## src/fdrs_pkg.sv

```systemverilog
// Package with shared constants and types for the directory record search core.
package fdrs_pkg;

	localparam int RECORD_BYTES = 32;
	localparam int POS_W        = $clog2(RECORD_BYTES);
	localparam int NAME_LEN     = 11;

	localparam logic [7:0] MARK_UNUSED = 8'hE5;
	localparam logic [7:0] MARK_END    = 8'h00;
	localparam logic [3:0] LFN_NIBBLE  = 4'hF;
	localparam int         DIR_BIT     = 4;

	localparam logic [POS_W-1:0] OFS_FIRST  = POS_W'(0);
	localparam logic [POS_W-1:0] OFS_ATTR   = POS_W'(8'h0B);
	localparam logic [POS_W-1:0] OFS_CL_HI  = POS_W'(8'h14);
	localparam logic [POS_W-1:0] OFS_CL_LO  = POS_W'(8'h1A);
	localparam logic [POS_W-1:0] OFS_SIZE   = POS_W'(8'h1C);
	localparam logic [POS_W-1:0] OFS_LAST   = POS_W'(RECORD_BYTES - 1);
	localparam logic [POS_W-1:0] OFS_NAME_N = POS_W'(NAME_LEN);

	localparam logic       REG_NAME_BASE = 1'b0;
	localparam logic       REG_NAME_EXT  = 1'b1;
	localparam int         CFG_DATA_W    = 64;

	localparam logic [63:0] NAME_BASE_RST = 64'h2020202020202020;
	localparam logic [23:0] NAME_EXT_RST  = 24'h202020;

	localparam logic STATUS_FOUND = 1'b0;
	localparam logic STATUS_END   = 1'b1;

	typedef struct packed {
		logic        valid;
		logic        search_status;
		logic [31:0] start_cluster;
		logic [31:0] entry_size;
		logic        is_directory;
	} result_t;

endpackage

```

## src/fat_directory_record_search_core.sv

```systemverilog
// Top level of the FAT32 directory record search core.
// A result is registered in the output register, or in the skid slot while the output is stalled.
// Throughput: one byte per cycle while in_ready is high; the record parser updates its scan
// state in the cycle a byte transfers. in_ready drops only while both result slots are full.
// Reset: arst_n clears the scan state (next byte is byte 0 of a record), empties
// the result slots and loads the name registers with spaces.
module fat_directory_record_search_core import fdrs_pkg::*; (
	input  logic                  clk,
	input  logic                  arst_n,
	input  logic                  cfg_we,
	input  logic                  cfg_index,
	input  logic [CFG_DATA_W-1:0] cfg_data,
	input  logic                  in_valid,
	output logic                  in_ready,
	input  logic [7:0]            data_byte,
	input  logic                  start_scan,
	output logic                  out_valid,
	input  logic                  out_ready,
	output logic                  search_status,
	output logic [31:0]           start_cluster,
	output logic [31:0]           entry_size,
	output logic                  is_directory
);

	result_t result;
	logic    accept;

	assign accept = in_valid && in_ready;

	fdrs_record_parser u_parser (
		.clk        (clk),
		.arst_n     (arst_n),
		.cfg_we     (cfg_we),
		.cfg_index  (cfg_index),
		.cfg_data   (cfg_data),
		.accept     (accept),
		.data_byte  (data_byte),
		.start_scan (start_scan),
		.result     (result)
	);

	fdrs_result_buffer u_buffer (
		.clk           (clk),
		.arst_n        (arst_n),
		.result        (result),
		.room          (in_ready),
		.out_valid     (out_valid),
		.out_ready     (out_ready),
		.search_status (search_status),
		.start_cluster (start_cluster),
		.entry_size    (entry_size),
		.is_directory  (is_directory)
	);

endmodule

```

## src/fdrs_record_parser.sv

```systemverilog
// Record parser: name registers, per-record capture state and result decision.
module fdrs_record_parser import fdrs_pkg::*; (
	input  logic                  clk,
	input  logic                  arst_n,
	input  logic                  cfg_we,
	input  logic                  cfg_index,
	input  logic [CFG_DATA_W-1:0] cfg_data,
	input  logic                  accept,
	input  logic [7:0]            data_byte,
	input  logic                  start_scan,
	output result_t               result
);

	logic [63:0]      name_base_q;
	logic [23:0]      name_ext_q;
	logic [POS_W-1:0] pos_q;
	logic             match_q;
	logic             skip_q;
	logic [7:0]       attr_q;
	logic [15:0]      cl_hi_q;
	logic [15:0]      cl_lo_q;
	logic [31:0]      size_q;
	logic             fin_q;

	logic [POS_W-1:0] pos_c;
	logic             match_c;
	logic             skip_c;
	logic [7:0]       attr_c;
	logic [15:0]      cl_hi_c;
	logic [15:0]      cl_lo_c;
	logic [31:0]      size_c;
	logic             fin_c;

	logic [POS_W-1:0] pos_n;
	logic             match_n;
	logic             skip_n;
	logic [7:0]       attr_n;
	logic [15:0]      cl_hi_n;
	logic [15:0]      cl_lo_n;
	logic [31:0]      size_n;
	logic             fin_n;

	logic [127:0]     name_w;
	logic [7:0]       tchar;
	logic             hit;

	assign name_w = {40'b0, name_ext_q, name_base_q};
	assign tchar  = name_w[{pos_c[3:0], 3'b000} +: 8];

	always_ff @(posedge clk or negedge arst_n) begin
		if (!arst_n) begin
			name_base_q <= NAME_BASE_RST;
			name_ext_q  <= NAME_EXT_RST;
		end else if (cfg_we) begin
			case (cfg_index)
				REG_NAME_BASE: name_base_q <= cfg_data;
				REG_NAME_EXT:  name_ext_q  <= cfg_data[23:0];
				default:       name_base_q <= name_base_q;
			endcase
		end
	end

	always_comb begin
		pos_c   = start_scan ? '0     : pos_q;
		match_c = start_scan ? 1'b1   : match_q;
		skip_c  = start_scan ? 1'b0   : skip_q;
		attr_c  = start_scan ? '0     : attr_q;
		cl_hi_c = start_scan ? '0     : cl_hi_q;
		cl_lo_c = start_scan ? '0     : cl_lo_q;
		size_c  = start_scan ? '0     : size_q;
		fin_c   = start_scan ? 1'b0   : fin_q;

		pos_n   = pos_c;
		match_n = match_c;
		skip_n  = skip_c;
		attr_n  = attr_c;
		cl_hi_n = cl_hi_c;
		cl_lo_n = cl_lo_c;
		size_n  = size_c;
		fin_n   = fin_c;
		hit     = 1'b0;

		result               = '0;
		result.search_status = STATUS_FOUND;

		if (!fin_c) begin
			if (pos_c == OFS_FIRST && data_byte == MARK_END) begin
				result.valid         = 1'b1;
				result.search_status = STATUS_END;
				pos_n   = '0;
				match_n = 1'b1;
				skip_n  = 1'b0;
				attr_n  = '0;
				cl_hi_n = '0;
				cl_lo_n = '0;
				size_n  = '0;
				fin_n   = 1'b1;
			end else begin
				if (pos_c == OFS_FIRST && data_byte == MARK_UNUSED)
					skip_n = 1'b1;
				if (pos_c < OFS_NAME_N && data_byte != tchar)
					match_n = 1'b0;
				if (pos_c == OFS_ATTR) begin
					attr_n = data_byte;
					if (data_byte[3:0] == LFN_NIBBLE)
						skip_n = 1'b1;
				end
				if (pos_c == OFS_CL_HI)
					cl_hi_n[7:0] = data_byte;
				if (pos_c == OFS_CL_HI + POS_W'(1))
					cl_hi_n[15:8] = data_byte;
				if (pos_c == OFS_CL_LO)
					cl_lo_n[7:0] = data_byte;
				if (pos_c == OFS_CL_LO + POS_W'(1))
					cl_lo_n[15:8] = data_byte;
				if (pos_c == OFS_SIZE)
					size_n[7:0] = data_byte;
				if (pos_c == OFS_SIZE + POS_W'(1))
					size_n[15:8] = data_byte;
				if (pos_c == OFS_SIZE + POS_W'(2))
					size_n[23:16] = data_byte;
				if (pos_c == OFS_LAST)
					size_n[31:24] = data_byte;

				if (pos_c == OFS_LAST) begin
					hit = match_n && !skip_n;
					result.valid         = hit;
					result.start_cluster = {cl_hi_n, cl_lo_n};
					result.entry_size    = size_n;
					result.is_directory  = attr_n[DIR_BIT];
					pos_n   = '0;
					match_n = 1'b1;
					skip_n  = 1'b0;
					attr_n  = '0;
					cl_hi_n = '0;
					cl_lo_n = '0;
					size_n  = '0;
					fin_n   = hit;
				end else begin
					pos_n = pos_c + POS_W'(1);
				end
			end
		end

		if (!accept)
			result.valid = 1'b0;
	end

	always_ff @(posedge clk or negedge arst_n) begin
		if (!arst_n) begin
			pos_q   <= '0;
			match_q <= 1'b1;
			skip_q  <= 1'b0;
			attr_q  <= '0;
			cl_hi_q <= '0;
			cl_lo_q <= '0;
			size_q  <= '0;
			fin_q   <= 1'b0;
		end else if (accept) begin
			pos_q   <= pos_n;
			match_q <= match_n;
			skip_q  <= skip_n;
			attr_q  <= attr_n;
			cl_hi_q <= cl_hi_n;
			cl_lo_q <= cl_lo_n;
			size_q  <= size_n;
			fin_q   <= fin_n;
		end
	end

endmodule

```

## src/fdrs_result_buffer.sv

```systemverilog
// Result register with skid stage for the output channel.
module fdrs_result_buffer import fdrs_pkg::*; (
	input  logic        clk,
	input  logic        arst_n,
	input  result_t     result,
	output logic        room,
	output logic        out_valid,
	input  logic        out_ready,
	output logic        search_status,
	output logic [31:0] start_cluster,
	output logic [31:0] entry_size,
	output logic        is_directory
);

	result_t out_q;
	result_t skid_q;
	logic    pop;

	assign pop  = out_q.valid && out_ready;
	assign room = !skid_q.valid;

	always_ff @(posedge clk or negedge arst_n) begin
		if (!arst_n) begin
			out_q  <= '0;
			skid_q <= '0;
		end else begin
			if (!out_q.valid) begin
				out_q <= result;
			end else if (pop) begin
				if (skid_q.valid) begin
					out_q  <= skid_q;
					skid_q <= result;
				end else begin
					out_q <= result;
				end
			end else if (result.valid) begin
				skid_q <= result;
			end
		end
	end

	assign out_valid     = out_q.valid;
	assign search_status = out_q.search_status;
	assign start_cluster = out_q.start_cluster;
	assign entry_size    = out_q.entry_size;
	assign is_directory  = out_q.is_directory;

endmodule

```

## config.mk

```make
export PLATFORM = sky130hd
export DESIGN_NAME = fat_directory_record_search_core
export DESIGN_NICKNAME = d
export VERILOG_FILES = /design/src/fdrs_pkg.sv /design/src/fat_directory_record_search_core.sv /design/src/fdrs_record_parser.sv /design/src/fdrs_result_buffer.sv
export SDC_FILE = /design/constraint.sdc
export NUM_CORES = 1
export LEC_CHECK = 0
export ABC_AREA = 1
export BUFFER_PORTS_ARGS = -buffer_cell sky130_fd_sc_hd__buf_4
export CORE_MARGIN = 5
export CORE_UTILIZATION = 50
export DETAILED_ROUTE_END_ITERATION = 16
export GPL_ROUTABILITY_DRIVEN = 0
export HOLD_SLACK_MARGIN = 0.02
export PLACE_DENSITY = 0.69
export RECOVER_POWER = 50
export SETUP_SLACK_MARGIN = 0.02
export SLEW_MARGIN = 40
export SYNTH_ARGS = -nofsm -noshare
export SYNTH_HDL_FRONTEND = slang
export SYNTH_HIERARCHICAL = 1
export SYNTH_SLANG_ARGS = --single-unit
```

## constraint.sdc

```tcl
create_clock -name clk -period 6.3 [get_ports clk]
set_input_delay 1.89 -clock clk [delete_from_list [all_inputs] [get_ports clk]]
set_output_delay 1.89 -clock clk [all_outputs]
set_load 0.02 [all_outputs]
```

==> run summary <==
The transition time of the tightest slew-check pin is about 3.2 ns. The type of the worst min-delay path is reg2reg. The first-pass iteration count of the detailed router came out at 6. The initial antenna violation count is 0. The final reports fail on capacitance limit, slew limit. The worst setup path is launched from a primary input. The worst ir drop on vdd is 0.185 mV. Traced cell by cell, the critical path runs through buf_4, inv_8, nand2_8, inv_2, ha_1, inv_1, nor3_1, ha_1, nand3_2, nor2_1, nor2_1, nor2_1, o21ai_0, nand2_1. The number of buffers added for setup after CTS is 0. After the first detailed-routing iteration, the DRC count stood at between 1k and 1.5k.

The overall die height came out at about 180 microns. The adder and majority gate portion of the synthesized area came out at less than 1%. The starting utilization of the core area came out at between 50% and 60%.

The count of cells along the worst register-to-register path came out at 12. The maximum achievable frequency came out at slightly above 200 MHz. During synthesis, Yosys emitted a total of 6 warnings. The largest net degree at the start of global routing is a little under 100. Data on the critical path is required at its endpoint by roughly 6.8 ns. The worst setup path is captured at a flip-flop. The number of global-route vias before repair came to approximately 12k. The beginning of the worst hold path is u_parser/name_base_q[11]. The total vias in the final route is approximately 13k.

In the final layout, the share of cells above drive strength 1 is between 10% and 20%. The maximum root-to-sink buffer count came out at 3. Headroom to the max-slew limit came out at -113%. The final critical-path share of the clock period came out at 76.5%. The first global-routing pass estimated 64,800 microns of wire. After routing, the total negative slack on setup checks comes to 0 ns. The register-to-register path setup slack is between 2 and 2.5 ns. Summed over all layers, the routed wires come to between 40,000 and 50,000 microns.

The worst flop-to-flop path startpoint is u_parser/pos_q[0]. In the routed layout, each cell is associated on average with a via count of ~5.6. Setup violations remaining at the end of the flow were counted as 0. The cell family contributing the most delay on the critical path is simple AND/OR/NAND/NOR gates.

The commonest cells after synthesis are sky130_fd_sc_hd__nand2_1 (477), sky130_fd_sc_hd__dfrtp_1 (275), sky130_fd_sc_hd__nand3_1 (218). The worst setup margin came out at 1.48 ns. The number of CTS-inserted buffers came out at 30.

sky130_fd_sc_hd__dfrtp_1 takes more of the synthesized area than any other cell. The worst hold path passes through 2 cells. The total of buffers placed on input and output ports came out at 146. For this run, the leading register cell type out of synthesis is sky130_fd_sc_hd__dfrtp_1. The number of nets in the layout is 1,935. On the critical path, the stage with the largest delay is an instance of sky130_fd_sc_hd__nand3_2. The HPWL after detailed placement is ~25,000 microns. The type of the worst setup path is in2reg.

Max-cap violations in this run came to 3. Counting every net in the synthesized netlist gives 1,872. Setup repair after global routing left no endpoint under its margin.

The final number of max-transition violations is 195. In this run the number of H-tree levels came out at 1. The synthesized netlist devotes 9.96% of its cell area to compound gates. The minimum clock period came out at between 4 and 5 ns. The number of placed I/O pins came out at 147. The leakage power figure came out at approximately 8.4 nW.

At the later pin of the worst-skew pair, clock insertion delay measures between 0.5 and 0.6 ns. The area growth from synthesis to layout is 14.4%. The delay contributed by the slowest stage of the critical path came out at ~0.7 ns.

The number of antenna diodes came out at 0. The count of buffering cells on the critical path with inverters included is 4. The XOR/XNOR share of the synthesized area is less than 1%. The run finished, with violations left. The synthesized netlist devotes roughly 28% of its cell area to simple gates. The die width is ~180 microns.

The total power density per cell area came out at 247 mW/mm^2. The hold buffer count at CTS came out at 0. The number of enable-type register cells in the synthesized netlist is 0. The number of gates resized after CTS is 0. The worst hold path terminates at u_parser/name_base_q[11]. The floorplan step defined a die boundary enclosing around 0.032 sq mm. The number of hold violations in the final report is 0. In the routed design, unresolved DRC markers number 0. Summed over all layers, the global routing overflow is 0. Yosys instantiated no cell more often than sky130_fd_sc_hd__nand2_1.

The clock tree from TritonCTS is yes. The number of sinks on the clock net is approximately 290. Across every metal layer, demand over resource in global routing totals between 20 and 25%. The mux share of post-synthesis cell area came out at under 10%.

Once placement completed, the tool counted placed cells totaling approximately 2.2k. The most numerous cell type found on the critical path is sky130_fd_sc_hd__nor2_1. In the synthesized netlist, the number of instances is 1,789. The top cell type by area accounts for roughly half of the synthesized area.

In this run, synthesis produced a sequential element count of ~290. The post-synthesis average cell area is approximately 8 sq um. In this run the remaining antenna-violating nets after routing total 0. The distinct cell type count after synthesis is 40. The clock root buffer is sky130_fd_sc_hd__clkbuf_16. The placed instance area is ~0.015 sq mm. By area, the combinational part of the netlist is dominated by simple AND/OR/NAND/NOR gates. The total chip power is 4.05 mW. Tracing the worst setup path back leads to its startpoint at start_scan.

For the final database, setup skew stands at roughly 0.023 ns. After floorplanning, the core was divided into 62 placement rows. The count of non-filler cells in the finished layout is about 2.3k. The core area came out at between 0.02 and 0.03 sq mm. The peak fanout along the critical path came out at 36. The end of the worst register-to-register path is u_buffer/entry_size[5].

The sequential-to-total area share from yosys stat came out at 50.3%. The routed wirelength normalized by instance count came out at about 18 microns. The minimum setup slack after placement is 0.880 ns. The arrival time at the worst endpoint is between 5 and 6 ns. The area of all placed cells without fillers came out at 0.0164 sq mm.

The clock transition at the registers of the reported paths is approximately 0.06 ns. After synthesis the cells add up to ~0.014 sq mm. By area the synthesized netlist is led by sky130_fd_sc_hd__dfrtp_1 (48%), sky130_fd_sc_hd__nand2_1 (13%), sky130_fd_sc_hd__nand3_1 (7.6%). The proportion of register bits with asynchronous set or reset after synthesis came out at 100%.
## routing by layer
metal | GRT usage [%] | part of all wire [%] | vias to the layer above
met1 | 35.0 | 43 | 6122
met3 | 4.11 | 7.5 | 74
met4 | 6.98 | 2.7 | 0
li1 | - | - | 6029
met2 | 39.8 | 47 | 496
met5 | 0 | 0 | -
## worst register-to-register path, cell delays in order, from the launching register on
cell                      delay, ns
sky130_fd_sc_hd__dfrtp_2       0.71
sky130_fd_sc_hd__inv_2         0.23
sky130_fd_sc_hd__nor2_8        0.40
sky130_fd_sc_hd__ha_1          0.31
sky130_fd_sc_hd__inv_1         0.09
sky130_fd_sc_hd__nor3_1        0.22
sky130_fd_sc_hd__ha_1          0.25
sky130_fd_sc_hd__nand3_2       0.68
sky130_fd_sc_hd__nor2_1        0.60
sky130_fd_sc_hd__nor2_1        0.09
sky130_fd_sc_hd__nor2_1        0.11
sky130_fd_sc_hd__o21ai_0       0.11
sky130_fd_sc_hd__nand2_1       0.09
## cell type report
class	instances	area, sq um
Tap cell	384	480
Fill cell	2608	12100
Clock buffer	52	955
Timing Repair Buffer	166	1280
Clock inverter	2	10.0
Sequential cell	287	7200
Inverter	158	603
Multi-Input combinational cell	1209	5840
## report_power, final
group          switching (mW)  leakage, nW  internal [mW]
Combinational           0.213         4.49          0.132
Sequential             0.0461         3.49           1.93
Clock                   0.713        0.475           1.01
Total                   0.972         8.45           3.07
## through the flow
step | hold slack, ns | util, %
6_report | 0.479 | 57.5
4_1_cts | 0.481 | 57.6
2_1_floorplan | 0.444 | -
5_1_grt | 0.498 | 57.5
3_3_place_gp | 0.464 | 54.1
3_5_place_dp | 0.466 | 54.2
## state kept, by name, summed over array words and instances, names as in the netlist, 5 cells and up
signal / flops
u_parser/name_base_q: 64
u_parser/size_q: 24
u_parser/pos_q: 5
u_buffer/entry_size: 32
u_parser/name_ext_q: 24
u_parser/cl_hi_q: 16
u_parser/cl_lo_q: 16
u_buffer/skid_q: 67
u_buffer/start_cluster: 32
## placed cells by master (no fill, tap or decap), types with 13 or more instances in the layout
cell | Yosys | final
sky130_fd_sc_hd__inv_1 | 150 | 150
sky130_fd_sc_hd__nor2_1 | 117 | 114
sky130_fd_sc_hd__mux2_2 | 30 | 30
sky130_fd_sc_hd__o22ai_1 | 59 | 59
sky130_fd_sc_hd__buf_4 | 13 | 158
sky130_fd_sc_hd__nand3_1 | 218 | 216
sky130_fd_sc_hd__clkbuf_1 | 56 | 14
sky130_fd_sc_hd__clkbuf_16 | 0 | 31
sky130_fd_sc_hd__nand4_1 | 75 | 75
sky130_fd_sc_hd__nand2_1 | 477 | 476
sky130_fd_sc_hd__a21oi_1 | 13 | 13
sky130_fd_sc_hd__dfrtp_1 | 275 | 273
sky130_fd_sc_hd__o21ai_0 | 184 | 184
## logic make-up after synthesis
logic type                 Yosys count
DFF                                287
muxes                               30
and+or+nand+nor                    907
xor gates and xnor gates             1
buffers and inverters              293
AOI/OAI and AO/OA                  267
adders and majority gates            4
## how the worst max path moves through the flow
stage / end / slack [ns] / depth (start not counted)
final: u_buffer/entry_size[5] / 1.48 / 14
after global routing: u_buffer/entry_size[26] / 1.08 / 2
after CTS: u_buffer/skid_q[54] / 1.39 / 15
after detailed placement: u_buffer/skid_q[54] / 0.88 / 15
after global placement: u_buffer/skid_q[66] / 0.98 / 14
after floorplan: u_buffer/skid_q[23] / 2.15 / 19
No activity file was read; power rests on OpenSTA's default activity.
